### src/rtl/wbfhd_pkg.sv
// Package for the weight-budget FIFO with head drop.
// Holds the transaction structs, event and register codes and defaults; no dependencies.
package wbfhd_pkg;

  localparam int QUEUE_DEPTH_DEF = 16;

  localparam int TAG_W    = 8;
  localparam int WEIGHT_W = 16;
  localparam int SUM_W    = 20;
  localparam int KIND_W   = 3;

  localparam logic [SUM_W-1:0] WEIGHT_LIMIT_RST = SUM_W'(1000);

  // Configuration register indexes
  localparam logic CFG_AUTO_DROP    = 1'b0;
  localparam logic CFG_WEIGHT_LIMIT = 1'b1;

  // Request types
  localparam logic REQ_ADD    = 1'b0;
  localparam logic REQ_DEPART = 1'b1;

  // Result event kinds
  localparam logic [KIND_W-1:0] EV_DROPPED  = 3'd0;
  localparam logic [KIND_W-1:0] EV_ACCEPTED = 3'd1;
  localparam logic [KIND_W-1:0] EV_REJECTED = 3'd2;
  localparam logic [KIND_W-1:0] EV_DEPARTED = 3'd3;
  localparam logic [KIND_W-1:0] EV_EMPTY    = 3'd4;

  typedef struct packed {
    logic                req_type;
    logic [TAG_W-1:0]    entry_tag;
    logic [WEIGHT_W-1:0] entry_weight;
  } in_item_t;

  typedef struct packed {
    logic [KIND_W-1:0]   event_kind;
    logic [TAG_W-1:0]    out_tag;
    logic [WEIGHT_W-1:0] out_weight;
    logic [SUM_W-1:0]    total_weight;
    logic                last;
  } out_item_t;

  // One queued entry as held by a cell
  typedef struct packed {
    logic [TAG_W-1:0]    tag;
    logic [WEIGHT_W-1:0] weight;
  } entry_t;

  // Per-cell control from the queue controller
  typedef struct packed {
    logic shift;
    logic load;
  } cell_ctrl_t;

endpackage

### src/rtl/wbfhd_cell.sv
// One storage cell of the shifting queue chain.
// Depends on wbfhd_pkg for entry_t and cell_ctrl_t.
module wbfhd_cell (
  input  logic                 clk,
  input  wbfhd_pkg::cell_ctrl_t ctrl,
  input  wbfhd_pkg::entry_t    load_data,
  input  wbfhd_pkg::entry_t    next_data,
  output wbfhd_pkg::entry_t    data
);
  import wbfhd_pkg::*;

  entry_t data_r;
  entry_t data_nxt;

  // Take the neighbor's entry on a pop, the new entry when this cell is the tail
  always_comb begin
    data_nxt = data_r;
    if (ctrl.shift) begin
      data_nxt = next_data;
    end else if (ctrl.load) begin
      data_nxt = load_data;
    end
  end

  always_ff @(posedge clk) begin
    data_r <= data_nxt;
  end

  assign data = data_r;

endmodule

### src/rtl/weight_budget_fifo_head_drop_top.sv
// Weight-budget FIFO with head drop: a shifting chain of cells, head in cell 0.
// The result is registered: it lands in the output register when the request is accepted.
// Input: a request is taken when the output is free; head drops stall the input, since
// the cell chain shifts by one entry per cycle, and only while the output is free.
// Reset: clears control, entry count, weight total and configuration to defaults;
// cell contents are left as they are.
module weight_budget_fifo_head_drop_top #(
  parameter int QUEUE_DEPTH = wbfhd_pkg::QUEUE_DEPTH_DEF
) (
  input  logic                              clk,
  input  logic                              rst_n,
  input  logic                              in_valid,
  output logic                              in_stall,
  input  wbfhd_pkg::in_item_t               in_data,
  output logic                              out_valid,
  input  logic                              out_stall,
  output wbfhd_pkg::out_item_t              out_data,
  input  logic                              cfg_we,
  input  logic                              cfg_index,
  input  logic [wbfhd_pkg::SUM_W-1:0]       cfg_wdata
);
  import wbfhd_pkg::*;

  localparam int CNT_W = $clog2(QUEUE_DEPTH + 1);

  localparam logic ST_IDLE = 1'b0;
  localparam logic ST_DROP = 1'b1;

  logic             state_r, state_nxt;
  logic [CNT_W-1:0] count_r, count_nxt;
  logic [SUM_W-1:0] sum_r, sum_nxt;
  logic             auto_drop_r;
  logic [SUM_W-1:0] limit_r;
  in_item_t         req_r;
  out_item_t        out_r, out_nxt;
  logic             out_valid_r;

  logic             out_free;
  logic             step_go;
  in_item_t         cur;
  logic             pop, push, done;
  logic [SUM_W:0]   sum_add;
  logic [SUM_W-1:0] sum_sat, sum_sub;
  logic             drop_cond;
  entry_t           head;
  entry_t           new_entry;

  entry_t           cell_q [QUEUE_DEPTH];
  cell_ctrl_t       cell_c [QUEUE_DEPTH];

  // Output register is free when empty or being taken
  assign out_free = !out_valid_r || !out_stall;
  assign in_stall = (state_r != ST_IDLE) || !out_free;
  assign step_go  = out_free && ((state_r == ST_IDLE && in_valid) || state_r == ST_DROP);

  // Select the request in work: the incoming one or the held add
  always_comb begin
    if (state_r == ST_IDLE) begin
      cur = in_data;
    end else begin
      cur = req_r;
    end
  end

  assign head            = cell_q[0];
  assign new_entry.tag    = cur.entry_tag;
  assign new_entry.weight = cur.entry_weight;

  assign sum_add   = {1'b0, sum_r} + {{(SUM_W + 1 - WEIGHT_W){1'b0}}, cur.entry_weight};
  assign sum_sat   = sum_add[SUM_W] ? {SUM_W{1'b1}} : sum_add[SUM_W-1:0];
  assign sum_sub   = (sum_r >= {{(SUM_W - WEIGHT_W){1'b0}}, head.weight}) ?
                     (sum_r - {{(SUM_W - WEIGHT_W){1'b0}}, head.weight}) : '0;
  assign drop_cond = auto_drop_r && (count_r != '0) && (sum_add > {1'b0, limit_r});

  // Work out one result of the current request
  always_comb begin
    pop     = 1'b0;
    push    = 1'b0;
    done    = 1'b1;
    sum_nxt = sum_r;
    out_nxt.event_kind   = EV_ACCEPTED;
    out_nxt.out_tag      = cur.entry_tag;
    out_nxt.out_weight   = cur.entry_weight;
    out_nxt.last         = 1'b1;
    if (cur.req_type == REQ_DEPART) begin
      if (count_r == '0) begin
        out_nxt.event_kind = EV_EMPTY;
        out_nxt.out_tag    = '0;
        out_nxt.out_weight = '0;
      end else begin
        pop                = 1'b1;
        sum_nxt            = sum_sub;
        out_nxt.event_kind = EV_DEPARTED;
        out_nxt.out_tag    = head.tag;
        out_nxt.out_weight = head.weight;
      end
    end else if (drop_cond) begin
      pop                = 1'b1;
      done               = 1'b0;
      sum_nxt            = sum_sub;
      out_nxt.event_kind = EV_DROPPED;
      out_nxt.out_tag    = head.tag;
      out_nxt.out_weight = head.weight;
      out_nxt.last       = 1'b0;
    end else if (count_r == CNT_W'(QUEUE_DEPTH)) begin
      out_nxt.event_kind = EV_REJECTED;
    end else begin
      push    = 1'b1;
      sum_nxt = sum_sat;
    end
    out_nxt.total_weight = sum_nxt;
  end

  always_comb begin
    state_nxt = state_r;
    count_nxt = count_r;
    if (step_go) begin
      state_nxt = done ? ST_IDLE : ST_DROP;
      if (pop) begin
        count_nxt = count_r - CNT_W'(1);
      end else if (push) begin
        count_nxt = count_r + CNT_W'(1);
      end
    end
  end

  // Build the cell chain; the last cell refills from itself on a shift
  for (genvar i = 0; i < QUEUE_DEPTH; i++) begin : g_cell
    entry_t next_d;
    if (i == QUEUE_DEPTH - 1) begin : g_end
      assign next_d = cell_q[i];
    end else begin : g_mid
      assign next_d = cell_q[i+1];
    end
    assign cell_c[i].shift = step_go && pop;
    assign cell_c[i].load  = step_go && push && (count_r == CNT_W'(i));
    wbfhd_cell u_cell (
      .clk       (clk),
      .ctrl      (cell_c[i]),
      .load_data (new_entry),
      .next_data (next_d),
      .data      (cell_q[i])
    );
  end

  // Advance control state
  always_ff @(posedge clk) begin
    if (!rst_n) begin
      state_r     <= ST_IDLE;
      count_r     <= '0;
      sum_r       <= '0;
      out_valid_r <= 1'b0;
    end else begin
      state_r <= state_nxt;
      count_r <= count_nxt;
      if (step_go) begin
        sum_r       <= sum_nxt;
        out_valid_r <= 1'b1;
      end else if (!out_stall) begin
        out_valid_r <= 1'b0;
      end
    end
  end

  // Configuration registers
  always_ff @(posedge clk) begin
    if (!rst_n) begin
      auto_drop_r <= 1'b0;
      limit_r     <= WEIGHT_LIMIT_RST;
    end else if (cfg_we) begin
      unique case (cfg_index)
        CFG_AUTO_DROP:    auto_drop_r <= cfg_wdata[0];
        CFG_WEIGHT_LIMIT: limit_r     <= cfg_wdata;
        default:          ;
      endcase
    end
  end

  // Hold the add request and the result payload
  always_ff @(posedge clk) begin
    if (step_go && state_r == ST_IDLE) begin
      req_r <= in_data;
    end
    if (step_go) begin
      out_r <= out_nxt;
    end
  end

  assign out_valid = out_valid_r;
  assign out_data  = out_r;

`ifndef SYNTHESIS
  a_count_bound: assert property (@(posedge clk) disable iff (!rst_n)
    count_r <= CNT_W'(QUEUE_DEPTH))
    else $error("entry count exceeds queue depth");

  a_not_last_is_drop: assert property (@(posedge clk) disable iff (!rst_n)
    out_valid_r && !out_r.last |-> out_r.event_kind == EV_DROPPED)
    else $error("non-final result is not a drop");

  a_empty_zero: assert property (@(posedge clk) disable iff (!rst_n)
    out_valid_r && out_r.event_kind == EV_EMPTY |->
      out_r.total_weight == '0 && out_r.out_tag == '0)
    else $error("empty report with nonzero payload");

  a_drop_busy: assert property (@(posedge clk) disable iff (!rst_n)
    state_r == ST_DROP |-> in_stall)
    else $error("input taken during head drops");
`endif

endmodule
### config.mk
export PLATFORM = sky130hd
export DESIGN_NAME = weight_budget_fifo_head_drop_top
export DESIGN_NICKNAME = d
export VERILOG_FILES = /design/src/rtl/wbfhd_pkg.sv /design/src/rtl/wbfhd_cell.sv /design/src/rtl/weight_budget_fifo_head_drop_top.sv
export SDC_FILE = /design/constraint.sdc
export NUM_CORES = 1
export LEC_CHECK = 0
export ABC_CLOCK_PERIOD_IN_PS = 20400
export BUFFER_PORTS_ARGS = -buffer_cell sky130_fd_sc_hd__buf_2
export CAP_MARGIN = 20
export CORE_MARGIN = 2
export CORE_UTILIZATION = 50
export DETAILED_ROUTE_END_ITERATION = 10
export PLACE_DENSITY = 0.75
export SETUP_SLACK_MARGIN = 0.15
export SLEW_MARGIN = 20
export SYNTH_ARGS = -nofsm -noshare
export SYNTH_HDL_FRONTEND = slang
export SYNTH_SLANG_ARGS = --single-unit
### constraint.sdc
create_clock -name clk -period 20.4 [get_ports clk]
set_input_delay 2.04 -clock clk [delete_from_list [all_inputs] [get_ports clk]]
set_output_delay 2.04 -clock clk [all_outputs]
set_load 0.005 [all_outputs]
==> impl_summary.txt, run 1 <==
----------------------------------------------------
[Synth]
  Count of unique library cells instantiated by Yosys ... 77
  Netlist Area Pre-Place ... 0.0231 mm²
  Post-synthesis instance total ... ~1,800
  Per-instance average area after synthesis ... 13.0 µm²
  Post-synth ARST share ... 0
  Area share of the largest cell type after synthesis ... 0.594
  Register area share after synthesis ... 0.636
  Synthesis-stage register bit count ... around 510
  Largest area contributor in the netlist ... edfxtp_1
  Dominant synthesized flop cell ... edfxtp_1
  Synthesized net count ... 1,884
  Count of flip-flops with a built-in enable after synthesis ... 457
  Warnings, synthesis ... 0
  Area contributors post-synth ... edfxtp_1 59%, o21a_1 12%, dfxtp_1 4.2%

[Timing]
  Total of endpoints with negative setup slack in the final report ... 0
  Maximum clock rate ... 0.109 GHz
  Worst clock skew on the final layout ... 22.4 ps
  Pins over their slew limit ... 0
  Sum of negative setup slack ... 0 ps
  Worst relative slew slack ... 0.304
  Tcrit/Tclk final ... 0.449
  Count of final hold-check violations ... 0
  Worst Max-Slew Pin Slew ... 1040 ps
  Setup repair after global routing missed its margin ... no
  Post-layout min period ... 9160 ps

[Detailed routing]
  Iteration-0 DRC count of the detailed router ... 1,895
  1st-pass router iterations ... 6
  DRC viols ... 0
  Via-per-instance ratio ... about 6
  Number of nets still failing antenna checks after routing ... 0
  Final routed wirelength across all metal layers ... 61.0 mm
  Count of vias placed by the detailed router ... 15,200
  Routed wirelength normalized by instance count ... 24.6 µm

[Clock tree]
  Max H-tree Level ... 2
  Maximum root-to-sink buffer count ... 3
  Root buffer cell ... clkbuf_16
  Number of buffers inserted by hold repair at cts ... 0
  Num Clock Sinks ... 505
  Clk slew on worst S/H paths ... 60 ps
  Post-CTS setup buffer count ... 0
  Clock tree from TritonCTS ... built
  Resized Gates After CTS ... 0
  Clock buffers created by TritonCTS ... 49
  Clock Latency Late Sink ... between 600 and 700 ps

[Global route]
  Maximum number of pins on one net before global-route repair ... 112
  Vias in the first global route ... 14,800
  Total global-route track usage ... 0.254
  Overflow after GRT ... 0
  Antenna violations before repair ... 1
  Wire length of the first global-routing pass ... 91.0 mm

[Final layout]
  Final-stage net count ... between 1,500 and 2,000
  Post-layout utilization of the core ... 0.567
  Diodes inserted ... 0
  Ratio of cells with drive above 1 in the final layout ... 0.140
  Area grow syn2layout ... 11.6%

[Worst setup path]
  Critical path launch point type ... input port
  Worst reg2reg startpoint ... state_r
  Maximum fanout along the worst path ... between 100 and 150
  Peak per-stage delay on the critical path ... 860 ps
  Launch point of the worst path ... in_data[14]
  Cell type of the slowest stage on the worst timing path ... buf_4
  Arrival time reported for the critical path endpoint ... 9630 ps
  Chain of cells forming the critical path ... buf_2, mux2i_1, inv_1, ha_1, nand2_1, o21ai_0, o31ai_1, a211oi_1, xor2_1, ha_1, a2111o_1, nor4b_1, a31oi_1, a31oi_1, a21o_1, o21ai_2, buf_4, nand2_4, buf_4, buf_6, o21a_1
  CP endpoint kind ... register
  Required @ worst endpoint ... 20,860 ps
  Crit Path Class ... input port to register

[Place]
  Total of buffers placed on input and output ports ... 100
  Final weighted congestion in routability-driven placement ... 1.00
  Final HPWL DP ... 41.2 mm

[Floorplanning]
  # IOs ... between 100 and 150
  Die extent in y ... 219 µm
  Starting density of the core ... 0.508
  FP Rows ... 78
  Area of the core region ... 0.0455 mm²
  Die extent in x ... 219 µm
  Full die area ... between 0.04 and 0.05 mm²

[Pwr]
  Peak supply drop ... 0.0000733 V
  Power per unit of standard cell area ... 127 mW/mm²
  Static Leak ... 8.84 nW

[Hold path]
  HP Class ... register to register
  Startpoint of the worst hold path ... limit_r[15]

[Outcome]
  Run status ... complete, no violations

[Job]
  # Max-Cap Violations ... 0

----------------------------------------------------
==> synth_stat cells (5+ instances only) <==
| cell type | number |
|---|---|
| buf_6 | 10 |
| o2111ai_1 | 5 |
| nor2b_1 | 9 |
| a211o_1 | 5 |
| nand2b_1 | 9 |
| o22ai_1 | 21 |
| edfxtp_1 | 457 |
| ha_1 | 58 |
| o211ai_1 | 14 |
| o21ai_2 | 7 |
| xnor2_1 | 19 |
| clkbuf_1 | 44 |
| a31oi_1 | 20 |
| inv_1 | 76 |
| o21ai_4 | 10 |
| o221ai_1 | 6 |
| o21ai_0 | 59 |
| buf_1 | 6 |
| buf_2 | 53 |
| nand3_1 | 32 |
| mux2i_1 | 30 |
| o21ai_1 | 13 |
| and2_1 | 5 |
| and3_1 | 8 |
| a211oi_1 | 10 |
| a21oi_1 | 77 |
| or3_1 | 5 |
| nor3_1 | 15 |
| o31ai_1 | 12 |
| o21a_1 | 366 |
| nand2_1 | 106 |
| nor2_1 | 52 |
| xor2_1 | 13 |
| a21o_1 | 9 |
| nand4_1 | 13 |
| dfxtp_1 | 48 |
==> layout make-up <==
cell class / instances / area [µm²]
multi-input combinational: 1074 / 7700
inverter: 77 / 289
tap: 600 / 751
clock buffer: 58 / 1260
fill: 3727 / 19700
clock inverter: 33 / 339
timing repair buffer: 129 / 764
sequential: 505 / 14700
==> worst paths after layout <==
check,endpoint,slack [ps],cells after the start
min,limit_r[15],460,2
max reg2reg,g_cell[9].u_cell.data[23],11690,23
max,g_cell[9].u_cell.data[23],11240,21
min reg2reg,limit_r[15],460,2
==> sequential cells by signal, summed over array words and instances, names as in the netlist <==
| signal | flops |
|---|---|
| state_r | 1 |
| auto_drop_r | 1 |
| req_r | 25 |
| limit_r | 20 |
| count_r | 5 |
| out_valid | 1 |
| g_cell.u_cell.data | 384 |
| sum_r | 20 |
| out_data | 48 |
==> report_power, final <==
group          switching, mW  internal [mW]  leakage [nW]
Combinational          0.612          0.294          3.46
Sequential            0.0728           1.38          4.61
Clock                  0.400          0.509         0.774
Total                   1.08           2.18          8.84
==> metal layers <==
layer  global-route usage  part of all wire  vias to the layer above
li1                     -                 -                     6866
met4               0.0750             0.026                        0
met1                0.355              0.43                     7646
met2                0.409              0.47                      627
met5                    0                 0                        -
met3               0.0450             0.076                      101
==> metrics by stage <==
step / setup slack, ps / hold slack, ps / power [mW] / cells / cell area (µm²)
6_report: 11240 / 455 / 3.26 / 2476 / 25800
5_1_grt: 10930 / 484 / 3.39 / 2476 / 25800
4_1_cts: 11210 / 458 / 3.26 / 2476 / 25800
3_5_place_dp: 10610 / 451 / 2.35 / 2385 / 24200
3_3_place_gp: 10660 / 451 / 2.32 / 2380 / 24100
2_1_floorplan: 12300 / 436 / 2.04 / 1773 / 23100
==> cells by family after synthesis <==
logic type               count (synthesis)  synth area share
XOR/XNOR                                32            0.0121
AO/OA/AOI/OAI                          674             0.210
AND/OR/NAND/NOR                        274            0.0555
flip-flops                             505             0.636
buffers and inverters                  194            0.0388
multiplexers                            34            0.0149
adder cells (fa/ha/maj)                 60            0.0331
==> cells in the final DEF, fill, tap and decap left out, drive strengths merged, types with 32 or more instances in the layout <==
master,instances
clkbuf,58
inv,80
nor2,53
buf,129
edfxtp,457
o21a,366
nand3,32
nand2,106
a21oi,79
o21ai,89
ha,58
dfxtp,48
==> worst max-delay path, delay by kind of cell <==
family,cells,cell delay (ps)
muxes,1,500
and+or+nand+nor,3,1160
AOI/OAI and AO/OA,9,2770
adders and majority gates,2,700
buffers and inverters,5,2110
xor gates and xnor gates,1,170
No activity file was read; power rests on OpenSTA's default activity.
==> run 2: changes to the inputs <==
- ABC_AREA: default -> 1
- ABC_CLOCK_PERIOD_IN_PS: 20400 -> 8200
- PLACE_DENSITY: 0.75 -> 0.77
- clock period: 20.4 -> 8.2 ns (I/O delays scaled with it)
==> run 2 against run 1 <==
Net effect:
- total power grew 130%
- register-to-register slack got worse by 10000 ps
- core utilization down 0.060 points
- largest power group unchanged
- highest routed layer is now met5
==> impl_summary.txt, run 2 <==
----------------------------------------------------
[Outcome]
  Run status ... complete, no violations

[Detailed routing]
  Iteration-0 DRC count of the detailed router ... 2,441 (+29%)
  Via-per-instance ratio ... 5.83 (-5.3%)
  Number of nets still failing antenna checks after routing ... 0 (unchanged)
  Final routed wirelength across all metal layers ... 65.3 mm (+7.1%)
  Routed wirelength normalized by instance count ... 20.6 µm (-16%)
  DRC viols ... 0 (unchanged)
  Count of vias placed by the detailed router ... 18,500 (+21%)
  1st-pass router iterations ... 6 (unchanged)

[Final layout]
  Most common library cell in the layout ignoring fill and taps ... nand2_1
  Area grow syn2layout ... 11.4%
  Number of flip-flops under the largest register name ... 384 (unchanged)
  Final-stage net count ... 2,628 (+35%)
  Post-layout utilization of the core ... 0.566 (-0.000603)
  Commonest non-fill, non-tap cells in the layout ... 703 x nand2_1, 465 x nand3_1, 457 x edfxtp_1
  Ratio of cells with drive above 1 in the final layout ... 0.105 (-0.0345)

[Pwr]
  Reg power frac ... 0.444 (about the same)
  Power share of the combinational group ... 0.225 (-0.053)
  Clock network fraction of total power ... 0.331 (+0.052)
  Power per unit of standard cell area ... 275 mW/mm² (+120%)
  Total internal power ... 5.13 mW (+140%)
  Switching Share ... 0.313 (-0.0193)
  Net load switching power ... 2.34 mW (+120%)
  Static Leak ... 11.4 nW (+29%)
  Peak supply drop ... 0.000181 V (+150%)

[Clock tree]
  Resized Gates After CTS ... 0 (unchanged)
  Post-CTS setup buffer count ... 0 (unchanged)
  Clk slew on worst S/H paths ... 60 ps (about the same)
  Root buffer cell ... clkbuf_16
  Num Clock Sinks ... 505 (unchanged)
  Max H-tree Level ... 2 (unchanged)
  Number of buffers inserted by hold repair at cts ... 0 (unchanged)
  Clock buffers created by TritonCTS ... 50 (+2.0%)
  Clock Latency Late Sink ... 620 ps (about the same)
  Maximum root-to-sink buffer count ... 3 (unchanged)
  Clock tree from TritonCTS ... built

[Worst setup path]
  Chain of cells forming the critical path ... buf_4, o21ai_0, inv_1, ha_1, nand3_1, nor2_1, nor2_1, o21ai_0, xor2_1, inv_1, ha_1, nand2_1, inv_1, nand3_1, nor4_1, a21oi_4, nand2_4, buf_4, nand2_8, nand2_4, o31ai_4, buf_4
  Cell type of the slowest stage on the worst timing path ... o21ai_0
  Crit Path Class ... register to register
  Required @ worst endpoint ... 8550 ps (-12,310 ps)
  Maximum fanout along the worst path ... 62 (-44%)
  Critical path launch point type ... register
  Peak per-stage delay on the critical path ... 810 ps (-50 ps)
  Arrival time reported for the critical path endpoint ... 7350 ps (-2280 ps)
  Critical R2R Capture ... g_cell[11].u_cell.data[17]
  Flop-to-flop setup slack ... 1200 ps (-10,490 ps)
  Worst-case reg-to-reg path depth ... 22 (-4.3%)
  CP endpoint kind ... register
  Worst reg2reg startpoint ... state_r

[Global route]
  Overflow after GRT ... 0 (unchanged)
  Total global-route track usage ... 0.257 (+0.00301)
  Vias in the first global route ... 17,400 (+18%)
  Antenna violations before repair ... 4 (+3)
  Wire length of the first global-routing pass ... 99.4 mm (+9.3%)
  Maximum number of pins on one net before global-route repair ... 273 (+140%)

[Synth]
  Area share of the largest cell type after synthesis ... 0.563 (-0.0311)
  Per-instance average area after synthesis ... 9.79 µm² (-25%)
  Top cells by count, synth ... 703 x nand2_1, 466 x nand3_1, 457 x edfxtp_1, 196 x inv_1, 89 x nor2_1
  Dominant synthesized flop cell ... edfxtp_1
  Largest area contributor in the netlist ... edfxtp_1
  Synthesis-stage register bit count ... 505 (unchanged)
  Most repeated cell in the gate-level netlist after synthesis ... nand2_1
  Area contributors post-synth ... edfxtp_1 56%, nand2_1 11%, nand3_1 9.6%
  Count of flip-flops with a built-in enable after synthesis ... 457 (unchanged)
  Count of unique library cells instantiated by Yosys ... 43 (-44%)
  Synthesized net count ... 2,602 (+38%)
  Register area share after synthesis ... 0.602 (-0.0333)
  Warnings, synthesis ... 0 (unchanged)
  Post-synth ARST share ... 0 (unchanged)
  Netlist Area Pre-Place ... 0.0244 mm² (+5.5%)
  Post-synthesis instance total ... 2,491 (+40%)

[Timing]
  Maximum clock rate ... 0.143 GHz
  Count of final hold-check violations ... 0 (unchanged)
  Tcrit/Tclk final ... 0.854
  Sum of negative setup slack ... 0 ps (unchanged)
  Tightest hold margin ... 404 ps (-51.0 ps)
  Worst clock skew on the final layout ... 37.1 ps (+14.7 ps)
  Total of endpoints with negative setup slack in the final report ... 0 (unchanged)
  Post-layout min period ... around 7000 ps
  Worst Max-Slew Pin Slew ... 1120 ps (+79.5 ps)
  Worst relative slew slack ... 0.250 (-0.0538)
  Pins over their slew limit ... 0 (unchanged)
  Setup repair after global routing missed its margin ... no

[Place]
  Total of buffers placed on input and output ports ... 100 (unchanged)
  Final weighted congestion in routability-driven placement ... 0.947 (-5.7%)
  Final HPWL DP ... 43.8 mm (+6.5%)

[Hold path]
  Worst hold path cell count ... 1 (-1)
  Endpoint of the worst hold-timing path ... req_r[19]
  Startpoint of the worst hold path ... in_data[19]
  HP Class ... input port to register

[Floorplanning]
  Starting density of the core ... 0.508 (about the same)
  FP Rows ... 80 (+2.6%)
  Die extent in y ... 225 µm (+2.7%)
  Die extent in x ... 225 µm (+2.7%)
  # IOs ... 101 (unchanged)
  Area of the core region ... 0.0479 mm² (+5.4%)
  Full die area ... 0.0505 mm² (+5.4%)

[Job]
  # Max-Cap Violations ... 0 (unchanged)

----------------------------------------------------
## run 2: kinds of logic (layout without fill, tap and decap cells)
family          after synthesis  after routing  share of synthesized area
simple gates               1320           1320                      0.239
xor+xnor                     23             23                    0.00826
buf+inv                     358            425                     0.0654
other cells                   0              2                          0
compound gates              225            225                     0.0540
fa+ha+maj                    60             60                     0.0314
flops                       505            505                      0.602
## run 2: through the flow
step | total power, mW | area, µm² | setup WS, ps | cells
floorplan | 4.47 | 24400 | 1850 | 2491
global placement | 4.96 | 25200 | 1090 | 3072
detailed placement | 5.01 | 25300 | 1000 | 3079
CTS | 7.48 | 27100 | 1310 | 3172
global route | 7.79 | 27200 | 602 | 3173
finish | 7.47 | 27200 | 1200 | 3175
## run 2: cell type report
cell class | instances | area (µm²)
Clock inverter | 35 | 468
Fill cell | 4003 | 20800
Multi-Input combinational cell | 1628 | 8340
Timing Repair Buffer | 129 | 805
Sequential cell | 505 | 14700
Clock buffer | 58 | 1310
Inverter | 203 | 769
Tap cell | 615 | 769
Antenna cell | 2 | 5.00
## run 2: metal layers
layer  vias to the layer above  global-route usage  wire, µm
li1                       8587                   -         -
met1                      8897               0.371     28000
met2                       896               0.378     28300
met3                       130              0.0692      7160
met4                         2              0.0846      1850
met5                         -                   0         9
## run 2: worst max path at each step
stage | startpoint | endpoint | slack, ps
2_1_floorplan | in_data[0] | g_cell[2].u_cell.data[0] | 1850
3_3_place_gp | in_data[1] | g_cell[7].u_cell.data[7] | 1090
3_5_place_dp | in_data[1] | g_cell[10].u_cell.data[6] | 1000
4_1_cts | state_r | g_cell[10].u_cell.data[8] | 1310
5_1_grt | state_r | g_cell[10].u_cell.data[22] | 600
6_report | state_r | g_cell[11].u_cell.data[17] | 1200
## run 2: worst max-delay path: cells and delay by family, from the launching register on
family / cells / cell delay, ps
AOI/OAI and AO/OA: 4 / 1670
xor gates and xnor gates: 1 / 310
adders and majority gates: 2 / 620
buffers and inverters: 6 / 1340
DFF: 1 / 320
and+or+nand+nor: 9 / 2440
## run 2: power groups by stage
stage	Clock, mW	Combinational, mW	Sequential (mW)
6_report	2.47	1.68	3.32
3_5_place_dp	0	1.64	3.37
4_1_cts	2.51	1.65	3.32
2_1_floorplan	0	1.13	3.34
5_1_grt	2.60	1.85	3.34
3_3_place_gp	0	1.60	3.37
